`config.mk`:
```
export PLATFORM = sky130hd
export DESIGN_NAME = ipt_cell
export DESIGN_NICKNAME = d
export VERILOG_FILES = /design/src/rtl/core/inverted_page_table_core_macros.svh /design/src/rtl/core/ipt_pkg.sv /design/src/rtl/core/ipt_cell.sv
export SDC_FILE = /design/constraint.sdc
export NUM_CORES = 1
export LEC_CHECK = 0
export BUFFER_PORTS_ARGS = -buffer_cell sky130_fd_sc_hd__buf_2
export CORE_ASPECT_RATIO = 0.9
export CORE_MARGIN = 4
export CORE_UTILIZATION = 46
export CTS_CLUSTER_SIZE = 16
export DETAILED_ROUTE_END_ITERATION = 6
export PLACE_DENSITY = 0.76
export SLEW_MARGIN = 40
export SYNTH_ARGS = -nofsm -noshare
export SYNTH_HDL_FRONTEND = slang
export SYNTH_SLANG_ARGS = --single-unit
```
`constraint.sdc`:
```
create_clock -name clk -period 2.3 [get_ports clk]
set_input_delay 0.46 -clock clk [delete_from_list [all_inputs] [get_ports clk]]
set_output_delay 0.46 -clock clk [all_outputs]
set_load 0.005 [all_outputs]
```
`src/rtl/core/inverted_page_table_core_macros.svh`:
```
// Assertion macros shared by the inverted page table core.
`ifndef INVERTED_PAGE_TABLE_CORE_MACROS_SVH
`define INVERTED_PAGE_TABLE_CORE_MACROS_SVH

`ifndef ASSERT_OFF

// Property that must hold at every clock edge outside reset.
`define IPT_ASSERT(lbl, clock, rst_n, prop, msg) \
	lbl: assert property (@(posedge clock) disable iff (!rst_n) (prop)) else $error(msg);

// Implication checked in the same cycle.
`define IPT_ASSERT_IMP(lbl, clock, rst_n, ante, cons, msg) \
	lbl: assert property (@(posedge clock) disable iff (!rst_n) (ante) |-> (cons)) else $error(msg);

// Implication whose consequent is checked in the cycle after the antecedent.
`define IPT_ASSERT_NXT(lbl, clock, rst_n, ante, cons, msg) \
	lbl: assert property (@(posedge clock) disable iff (!rst_n) (ante) |=> (cons)) else $error(msg);

`else

`define IPT_ASSERT(lbl, clock, rst_n, prop, msg)
`define IPT_ASSERT_IMP(lbl, clock, rst_n, ante, cons, msg)
`define IPT_ASSERT_NXT(lbl, clock, rst_n, ante, cons, msg)

`endif

`endif

```
`src/rtl/core/ipt_pkg.sv`:
```
// Types and constants of the inverted page table core.
package ipt_pkg;

	// Command codes carried in the kind field.
	localparam logic [1:0] KIND_TRANSLATE = 2'd0;
	localparam logic [1:0] KIND_LOAD      = 2'd1;
	localparam logic [1:0] KIND_FREE      = 2'd2;

	// Reset value of the frames-in-use register.
	localparam logic [8:0] FRAMES_RESET = 9'd256;

	// One command word.
	typedef struct packed {
		logic [1:0]  kind;
		logic [15:0] pid;
		logic [19:0] vpage;
		logic [11:0] offset;
		logic [8:0]  frame;
	} in_word_t;

	// One result word.
	typedef struct packed {
		logic        fault;
		logic [7:0]  frame_found;
		logic [19:0] phys_addr;
		logic [8:0]  probe_count;
	} out_word_t;

	// Word handed from cell to cell along the chain.
	typedef struct packed {
		logic       op_valid;
		in_word_t   cmd;
		logic       hit;
		logic [7:0] hit_frame;
		logic [8:0] steps;
	} chain_t;

endpackage

```
`src/rtl/core/ipt_cell.sv`:
```
// One frame cell: holds one table entry and acts on the word passing by.
module ipt_cell import ipt_pkg::*; #(
	parameter int INDEX = 0,
	parameter int CNT_W = 9
) (
	input  logic             clk,
	input  logic             arst_n,
	input  chain_t           word_in,
	input  logic [CNT_W-1:0] n_in,
	output chain_t           word_out,
	output logic [CNT_W-1:0] n_out
);

	logic        valid_q;
	logic [15:0] pid_q;
	logic [19:0] page_q;
	chain_t      word_q;
	logic [CNT_W-1:0] n_q;

	logic active;
	logic pid_match;
	logic entry_match;
	logic load_here;
	logic free_here;
	chain_t word_next;

	// Decode what the passing word does to this entry.
	always_comb begin
		active      = word_in.op_valid && (n_in > CNT_W'(INDEX));
		pid_match   = (pid_q == word_in.cmd.pid);
		entry_match = valid_q && pid_match && (page_q == word_in.cmd.vpage);
		load_here   = active && (word_in.cmd.kind == KIND_LOAD)
			&& (32'(word_in.cmd.frame) == 32'(INDEX));
		free_here   = active && (word_in.cmd.kind == KIND_FREE) && valid_q && pid_match;
		word_next   = word_in;
		if (active && (word_in.cmd.kind == KIND_TRANSLATE) && !word_in.hit && entry_match) begin
			word_next.hit       = 1'b1;
			word_next.hit_frame = 8'(INDEX);
			word_next.steps     = 9'(INDEX + 1);
		end
	end

	// Valid mark of the entry.
	always_ff @(posedge clk or negedge arst_n) begin
		if (!arst_n) begin
			valid_q <= 1'b0;
		end else if (load_here) begin
			valid_q <= 1'b1;
		end else if (free_here) begin
			valid_q <= 1'b0;
		end
	end

	// Entry contents, written by a load.
	always_ff @(posedge clk) begin
		if (load_here) begin
			pid_q  <= word_in.cmd.pid;
			page_q <= word_in.cmd.vpage;
		end
	end

	// Hand the word to the next cell.
	always_ff @(posedge clk or negedge arst_n) begin
		if (!arst_n) begin
			word_q <= '0;
			n_q    <= '0;
		end else begin
			word_q <= word_next;
			n_q    <= n_in;
		end
	end

	assign word_out = word_q;
	assign n_out    = n_q;

endmodule

```
==> flow_metrics.env, run 1 <==
export IMPL_max_slew_margin_rel_pct=60.8
export IMPL_drv_cap=0
export IMPL_antenna_found_initial=0
export IMPL_cp_start_kind="flip-flop"
export IMPL_finalClockSkew_ns=0.00960
export IMPL_setup_tns_ns=0
export IMPL_via_per_inst=4.53
export IMPL_pre_cts_ws_ns=0.0214
export IMPL_fmax_mhz=525
export IMPL_place_congestion=0.704
export IMPL_drive_gt1_share_pct=50.8
export IMPL_clk_latency_ns=0.50
export IMPL_r2r_end="word_out[5]"
export IMPL_die_h_um=95.8
export IMPL_vias=2430
export IMPL_routed_wl_um=8240
export IMPL_core_area_mm2=0.00818
export IMPL_drt_pass1_iter_count=3
export IMPL_post_cts_buffers=0
export IMPL_wl_per_cell_um=15.4
export IMPL_drc=0
export IMPL_regArea_mm2=0.00328
export IMPL_hold_viol_final=0
export IMPL_portBuffers=175
export IMPL_syn_num_nets=298
export IMPL_cts_buffers=17
export IMPL_seq_area_frac_synth_pct=83.3
export IMPL_min_to="word_out[27]"
export IMPL_die_w_um=106
export IMPL_grtUsageTotal_pct=17.3
export IMPL_synth_seq_cells=124
export IMPL_cts_max_level=4
export IMPL_cts_tree="done"
export IMPL_synth_top_area_share_pct=55.9
export IMPL_crit_required_ns=2.68
export IMPL_synth_area_leaders="dfrtp_1 56%, edfxtp_1 27%, xor2_1 4.4%, xnor2_1 3.6%, and2b_1 1.5%"
export IMPL_area_growth_pct=43.9
export IMPL_drtIter0Drc=63
export IMPL_row_count=31
export IMPL_layout_nets=497
export IMPL_path_max_fanout=18
export IMPL_power_leakage_nw=2.61
export IMPL_hpwl_um=6200
export IMPL_tightestPinTransition_ns=0.588
export IMPL_fin_crit_sh_pct=82.9
export IMPL_postPlaceCellArea_mm2=0.00504
export IMPL_r2r_start="page_q[10]"
export IMPL_min_delay_start="word_in[27]"
export IMPL_ant_nets=0
export IMPL_start_util_pct=48.2
export IMPL_post_place_cells=503
export IMPL_critical_path_arrival_ns=2.29
export IMPL_cts_buffer_depth=2
export IMPL_syn_area_mm2=0.00394
export IMPL_overflow=0
export IMPL_fin_crit_ns=1.91
export IMPL_final_fill_count=569
export IMPL_hold_path_class="in2reg"
export IMPL_critPathCaptureType="flip-flop"
export IMPL_die_area_mm2=0.0101
export IMPL_grt_first_pass_wirelength_um=13200
export IMPL_cts_root_buf="clkbuf_8"
export IMPL_multi_input_area_um2=646
export IMPL_clock_sinks=124
export IMPL_synthCells=209
export IMPL_yosys_warnings=0
export IMPL_setup_slack_ns=0.394
export IMPL_synth_distinct_cells=22
export IMPL_drv_slew=0
export IMPL_ir_drop_uv=571
export IMPL_rsz0062_at_grt="false"
export IMPL_diodes=0
export IMPL_ff2ff_path_depth=6
export IMPL_clk_pin_slew_ns=0.06
export IMPL_design_area_mm2=0.00567
export IMPL_crit_type="reg2reg"
export IMPL_min_path_cells=1
export IMPL_rrSetupSlack_ns=0.39
export IMPL_synth_avg_cell_area_um2=18.9
export IMPL_yosysTopAreaCell="dfrtp_1"
export IMPL_io_pins=176
export IMPL_grt_max_degree=46
export IMPL_status="finished clean"
export IMPL_stdcell_count=536
export IMPL_powerDensity_mw_per_mm2=946
export IMPL_finalSetupViolations=0
export IMPL_grt_pass1_vias=2664
-- synthesized netlist by cell type --
cell type	count
a41oi_1	1
and2b_1	8
and4_1	1
buf_6	1
dfrtp_1	88
edfxtp_1	36
inv_1	1
nand3_1	3
nand3b_1	1
nand4_1	5
nor2_1	4
nor2b_1	8
nor3_1	3
nor4_1	5
nor4_2	2
nor4b_1	1
nor4b_4	1
o2bb2ai_1	1
or2_1	2
or4_1	1
xnor2_1	16
xor2_1	20
-- cells by family after synthesis --
group	share of synthesized area, %
AOI/OAI and AO/OA	0.444
DFF	83.3
and+or+nand+nor	7.90
buffers and inverters	0.381
xor gates and xnor gates	8.00
-- through the flow --
stage / total power [mW] / hold slack [ns] / util [%]
after floorplan: 2.47 / 0.164 / -
after global placement: 2.68 / 0.480 / 61.6
after detailed placement: 2.69 / 0.496 / 61.6
after CTS: 5.45 / 0.0346 / 69.3
after global routing: 5.59 / 0.0287 / 69.3
final: 5.37 / 0.0625 / 69.3
-- cell type report --
type / count / area share [%]
multi-input combinational: 83 / 11.4
inverter: 1 / 0.0662
tap: 115 / 2.54
clock buffer: 19 / 7.61
clock inverter: 13 / 3.33
sequential: 124 / 57.9
timing repair buffer: 181 / 17.2
-- cells in the final DEF (no fill, tap or decap), types with 2 or more instances in the layout --
cell type	n
clkbuf_16	16
dfrtp_1	88
xor2_1	20
and2b_1	8
nor2b_1	8
inv_6	2
clkbuf_8	2
nand4_1	5
nand3_1	3
nor3_1	3
xnor2_1	16
buf_4	2
clkinv_4	4
buf_2	174
buf_12	4
nor4_1	5
edfxtp_1	36
nor4_2	2
bufinv_16	4
or2_1	2
nor2_1	4
-- critical path, cell delays in order, from the launching register on --
cell,delay (ns)
edfxtp_1,0.37
xor2_1,0.15
nor4_1,0.33
nand4_1,0.21
nor4b_4,0.36
buf_12,0.18
and2b_1,0.18
-- worst max path at each step --
stage / from / endpoint / slack [ns]
finish: page_q[10] / word_out[5] / 0.39
global route: pid_q[3] / word_out[3] / 0.27
CTS: page_q[10] / word_out[5] / 0.36
detailed placement: word_in[22] / pid_q[9] / 0.02
global placement: word_in[22] / pid_q[8] / 0.04
floorplan: word_in[22] / page_q[0] / 0.12
-- power by group --
part	leakage [nW]	total, mW	switching (mW)	internal (mW)
Clock	0.300	2.72	0.929	1.79
Combinational	0.962	0.281	0.143	0.138
Sequential	1.35	2.36	0.0164	2.35
Total	2.61	5.37	1.09	4.28
-- state kept, by name (all words and copies together) (netlist names) --
name,flops
valid_q,1
n_out,9
pid_q,16
page_q,20
word_out,78
-- timing repair --
action,4_1_cts,5_1_grt
resized for setup,0,0
endpoints found under the setup margin,0,0
hold buffers,1,0
endpoints found under the hold margin,44,0
-- per-layer routing --
layer | routed length (um) | up-vias | global-route usage, %
li1 | - | 1132 | -
met4 | 93 | 0 | 8.09
met1 | 3270 | 1166 | 21.1
met2 | 4130 | 119 | 28.1
met3 | 745 | 13 | 6.24
met5 | 0 | - | 0
Power figures use the tool's default switching activity.
==> inputs of run 2 (changes only) <==
==> constraint.sdc (replaced) <==
create_clock -name clk -period 2 [get_ports clk]
set_input_delay 0.4 -clock clk [delete_from_list [all_inputs] [get_ports clk]]
set_output_delay 0.4 -clock clk [all_outputs]
set_load 0.005 [all_outputs]
==> flow_metrics.env, run 2 (synthesized netlist as in run 1, its figures left out) <==
export IMPL_status="finished clean"
export IMPL_clk_latency_ns=0.50
export IMPL_tightestPinTransition_ns=0.378
export IMPL_post_cts_buffers=0
export IMPL_layout_commonest_cell="buf_2"
export IMPL_mostFrequentLayoutCells="174 x buf_2, 88 x dfrtp_1, 36 x edfxtp_1, 22 x dlygate4sd3_1, 20 x xor2_1"
export IMPL_fin_util_pct=72.7
export IMPL_die_h_um=95.8
export IMPL_drv_cap=0
export IMPL_fmax_mhz=525
export IMPL_overflow=0
export IMPL_row_count=31
export IMPL_vias=2598
export IMPL_cts_buffer_depth=2
export IMPL_drt_pass1_iter_count=5
export IMPL_drtIter0Drc=80
export IMPL_diodes=0
export IMPL_via_per_inst=4.57
export IMPL_grt_pass1_vias=2816
export IMPL_cp_start_kind="flip-flop"
export IMPL_total_power_mw=6.08
export IMPL_fin_crit_sh_pct=95.3
export IMPL_layout_nets=530
export IMPL_portBuffers=175
export IMPL_pre_cts_ws_ns=-0.139
export IMPL_finalClockSkew_ns=0.00964
export IMPL_final_fill_count=553
export IMPL_grt_first_pass_wirelength_um=14000
export IMPL_cts_max_level=4
export IMPL_crit_required_ns=2.38
export IMPL_area_growth_pct=50.9
export IMPL_power_leakage_nw=2.74
export IMPL_path_max_fanout=10
export IMPL_finalSetupViolations=0
export IMPL_wl_per_cell_um=16.3
export IMPL_drc=0
export IMPL_die_area_mm2=0.0101
export IMPL_drv_slew=0
export IMPL_clk_pin_slew_ns=0.06
export IMPL_critPathCaptureType="flip-flop"
export IMPL_crit_type="reg2reg"
export IMPL_post_place_cells=515
export IMPL_io_pins=176
export IMPL_place_congestion=0.737
export IMPL_core_area_mm2=0.00818
export IMPL_critical_path_arrival_ns=2.28
export IMPL_max_slew_margin_rel_pct=74.8
export IMPL_routed_wl_um=9260
export IMPL_hpwl_um=6510
export IMPL_setup_slack_ns=0.0936
export IMPL_fin_crit_ns=1.91
export IMPL_start_util_pct=48.2
export IMPL_largest_reg_flops=78
export IMPL_ant_nets=0
export IMPL_cts_root_buf="clkbuf_8"
export IMPL_drive_gt1_share_pct=50.2
export IMPL_clock_sinks=124
export IMPL_hold_viol_final=0
export IMPL_hold_ws_ns=0.0306
export IMPL_stdcell_count=569
export IMPL_powerDensity_mw_per_mm2=1020
export IMPL_antenna_found_initial=0
export IMPL_rrSetupSlack_ns=0.09
export IMPL_grt_max_degree=48
export IMPL_rsz0062_at_grt="false"
export IMPL_cts_tree="done"
export IMPL_hold_path_class="in2reg"
export IMPL_ir_drop_uv=652
export IMPL_cts_buffers=17
export IMPL_grtUsageTotal_pct=18.6
export IMPL_die_w_um=106
## run 2: final timing paths
check                               endpoint  cells past startpoint   startpoint
worst max-delay path             word_out[3]                      7     pid_q[0]
worst min-delay path            word_out[18]                      1  word_in[18]
worst max register to register   word_out[3]                      7     pid_q[0]
worst min register to register       valid_q                      1      valid_q
max in group asynchronous       word_out[38]                      3       arst_n
min in group asynchronous       word_out[48]                      2       arst_n
## run 2: power breakdown
part / leakage (nW) / internal, mW / total [mW] / switching [mW]
clock network: 0.286 / 1.90 / 2.98 / 1.08
registers: 1.35 / 2.70 / 2.72 / 0.0220
logic: 1.11 / 0.196 / 0.373 / 0.178
## run 2: timing repair
| item | 4_1_cts | 5_1_grt |
|---|---|---|
| gates resized for setup | 0 | 2 |
| hold buffers | 15 | 7 |
| setup endpoints to repair | 0 | 17 |
| hold endpoints to repair | 26 | 7 |
## run 2: layout make-up
class | count | area [um^2] | area share (%)
Sequential cell | 124 | 3280 | 55.2
Timing Repair Buffer | 214 | 1280 | 21.5
Multi-Input combinational cell | 83 | 653 | 11.0
Clock buffer | 18 | 418 | 7.02
Clock inverter | 14 | 169 | 2.84
Tap cell | 115 | 144 | 2.42
Inverter | 1 | 3.75 | 0.0631
## run 2: per-stage QoR
step	setup TNS, ns	area, um^2
after floorplan	0	3950
after global routing	0	5950
after detailed placement	-5.68	5130
after global placement	-2.57	5130
after CTS	0	5870
final	0	5950
## run 2: worst max-delay path: stages (launching register included)
cell	delay (ns)
edfxtp_1	0.41
xnor2_1	0.18
nand4_1	0.18
nor4_2	0.32
buf_4	0.15
nor4b_4	0.18
buf_6	0.17
and2b_1	0.19
## run 2: metal layers
metal / vias up / track usage, % / routed length, um
met5: - / 0 / 0
met4: 0 / 6.04 / 41
met3: 6 / 7.78 / 736
met2: 122 / 32.5 / 4800
met1: 1276 / 20.9 / 3680
li1: 1194 / - / -
==> inputs of run 3 (changes only) <==
--- a/config.mk
+++ b/config.mk
@@ -6,9 +6,11 @@
 export NUM_CORES = 1
 export LEC_CHECK = 0
 export BUFFER_PORTS_ARGS = -buffer_cell sky130_fd_sc_hd__buf_2
+export CELL_PAD_IN_SITES_DETAIL_PLACEMENT = 0
+export CELL_PAD_IN_SITES_GLOBAL_PLACEMENT = 1
 export CORE_ASPECT_RATIO = 0.9
 export CORE_MARGIN = 4
-export CORE_UTILIZATION = 46
+export CORE_UTILIZATION = 37
 export CTS_CLUSTER_SIZE = 16
 export DETAILED_ROUTE_END_ITERATION = 6
 export PLACE_DENSITY = 0.76
==> flow_metrics.env, run 3 (synthesized netlist as in run 1, its figures left out) <==
export IMPL_p_switching_mw=1.29
export IMPL_hold_ws_ns=0.108
export IMPL_total_power_mw=5.88
export IMPL_pre_cts_ws_ns=-0.126
export IMPL_drtIter0Drc=120
export IMPL_clk_latency_ns=0.40
export IMPL_rrSetupSlack_ns=0.16
export IMPL_layout_nets=509
export IMPL_critPathMaxStageDelay_ns=0.37
export IMPL_busiest_layer="met2"
export IMPL_die_h_um=106
export IMPL_cts_root_buf="clkbuf_16"
export IMPL_drv_slew=0
export IMPL_ir_drop_uv=794
export IMPL_fin_util_pct=55.6
export IMPL_vias=2439
export IMPL_critPathCaptureType="flip-flop"
export IMPL_grtUsageTotal_pct=14.3
export IMPL_power_frac_seq_pct=46.3
export IMPL_drt_pass1_iter_count=4
export IMPL_finalClockSkew_ns=0.00693
export IMPL_cp_startpoint="page_q[2]"
export IMPL_setup_slack_ns=0.155
export IMPL_endpoint="word_out[3]"
export IMPL_row_count=35
export IMPL_powerDensity_mw_per_mm2=1020
export IMPL_io_pins=176
export IMPL_fin_crit_sh_pct=92.2
export IMPL_crit_required_ns=2.29
export IMPL_mostFrequentLayoutCells="174 x buf_2, 88 x dfrtp_1, 36 x edfxtp_1, 20 x xor2_1, 17 x clkbuf_16"
export IMPL_die_w_um=117
export IMPL_clk_pin_slew_ns=0.06
export IMPL_routed_wl_um=8660
export IMPL_hpwl_um=6630
export IMPL_largest_reg_flops=78
export IMPL_hold_viol_final=0
export IMPL_critical_path_cell_count=7
export IMPL_antenna_found_initial=0
export IMPL_drv_cap=0
export IMPL_cts_tree="done"
export IMPL_crit_buf_inv=2
export IMPL_hold_path_class="in2reg"
export IMPL_critPathSlowestCell="edfxtp_1"
export IMPL_crit_type="reg2reg"
export IMPL_grt_pass1_vias=2591
export IMPL_rsz0062_at_grt="false"
export IMPL_clock_sinks=124
export IMPL_max_slew_margin_rel_pct=72.1
export IMPL_status="finished clean"
export IMPL_met3_usage_pct=5.92
export IMPL_critical_path_arrival_ns=2.14
export IMPL_r2r_end="word_out[3]"
export IMPL_drc=0
export IMPL_cts_buffers=17
export IMPL_internal_power_mw=4.59
export IMPL_use_met1_pct=17.1
export IMPL_path_cells="xor2_1 > nor4_1 > buf_4 > nand4_1 > nor4b_4 > buf_6 > and2b_1"
export IMPL_area_growth_pct=45.7
export IMPL_fin_crit_ns=1.84
export IMPL_ff2ff_path_depth=7
export IMPL_wl_per_cell_um=15.4
export IMPL_cts_max_level=4
export IMPL_cts_buffer_depth=2
export IMPL_fmax_mhz=542
export IMPL_p_comb_share_pct=5.7
export IMPL_swShare_pct=22.0
export IMPL_core_area_mm2=0.0103
export IMPL_r2r_start="page_q[2]"
export IMPL_grt_first_pass_wirelength_um=13100
export IMPL_start_util_pct=38.1
export IMPL_layout_commonest_cell="buf_2"
export IMPL_tightestPinTransition_ns=0.419
export IMPL_ant_nets=0
export IMPL_place_congestion=0.764
export IMPL_drive_gt1_share_pct=53.1
export IMPL_post_cts_buffers=0
export IMPL_path_max_fanout=9
export IMPL_clkPwrFrac_pct=48.0
export IMPL_via_per_inst=4.34
export IMPL_diodes=0
export IMPL_power_leakage_nw=2.63
export IMPL_die_area_mm2=0.0124
export IMPL_cp_top_family="simple AND/OR/NAND/NOR gates"
export IMPL_grt_max_degree=44
export IMPL_cp_start_kind="flip-flop"
export IMPL_finalSetupViolations=0
export IMPL_overflow=0
export IMPL_portBuffers=175
export IMPL_use_met2_pct=22.4
## run 3: cell types whose count changed in the layout (fill, tap and decap cells not counted), moves of 2 or more
cell	delta
bufinv_16	-2
clkinv_2	-2
clkinv_4	+2
clkinvlp_4	+2
dlygate4sd3_1	-21
## run 3: layer usage
metal / vias up / wire length (um)
met5: - / 0
li1: 1151 / -
met4: 0 / 71
met1: 1161 / 3650
met2: 121 / 4150
met3: 6 / 784
## run 3: power groups by stage
stage / sequential, mW / combinational (mW) / clock [mW]
global placement: 2.77 / 0.335 / 0
finish: 2.72 / 0.336 / 2.82
detailed placement: 2.77 / 0.343 / 0
floorplan: 2.79 / 0.0502 / 0
CTS: 2.72 / 0.346 / 2.91
global route: 2.73 / 0.376 / 3.05
## run 3: repair_timing
item / in CTS / in global routing
endpoints found under the hold margin: 28 / 0
setup endpoints to repair: 0 / 18
resized for setup: 0 / 3
hold buffers: 1 / 0
## run 3: cell type report
| cell class | count | area [um^2] |
|---|---|---|
| Fill cell | 866 | 4590 |
| Sequential cell | 124 | 3280 |
| Timing Repair Buffer | 193 | 1070 |
| Multi-Input combinational cell | 83 | 659 |
| Clock buffer | 17 | 425 |
| Tap cell | 129 | 161 |
| Clock inverter | 15 | 140 |
| Inverter | 1 | 3.75 |
## run 3: worst min-delay path by stage
stage,startpoint,to,slack [ns],cells past startpoint
6_report,word_in[35],word_out[35],0.11,1
5_1_grt,word_in[29],word_out[29],0.07,1
4_1_cts,word_in[36],word_out[36],0.08,1
3_5_place_dp,arst_n,word_out[4],0.37,1
3_3_place_gp,arst_n,word_out[4],0.37,1
2_1_floorplan,arst_n,n_out[0],0.10,0
## run 3: through the flow
stage	instances	TNS (ns)	area, um^2
floorplan	209	0	3950
global placement	529	-4.23	5150
finish	562	0	5740
detailed placement	529	-6.04	5150
CTS	562	0	5730
global route	562	0	5740
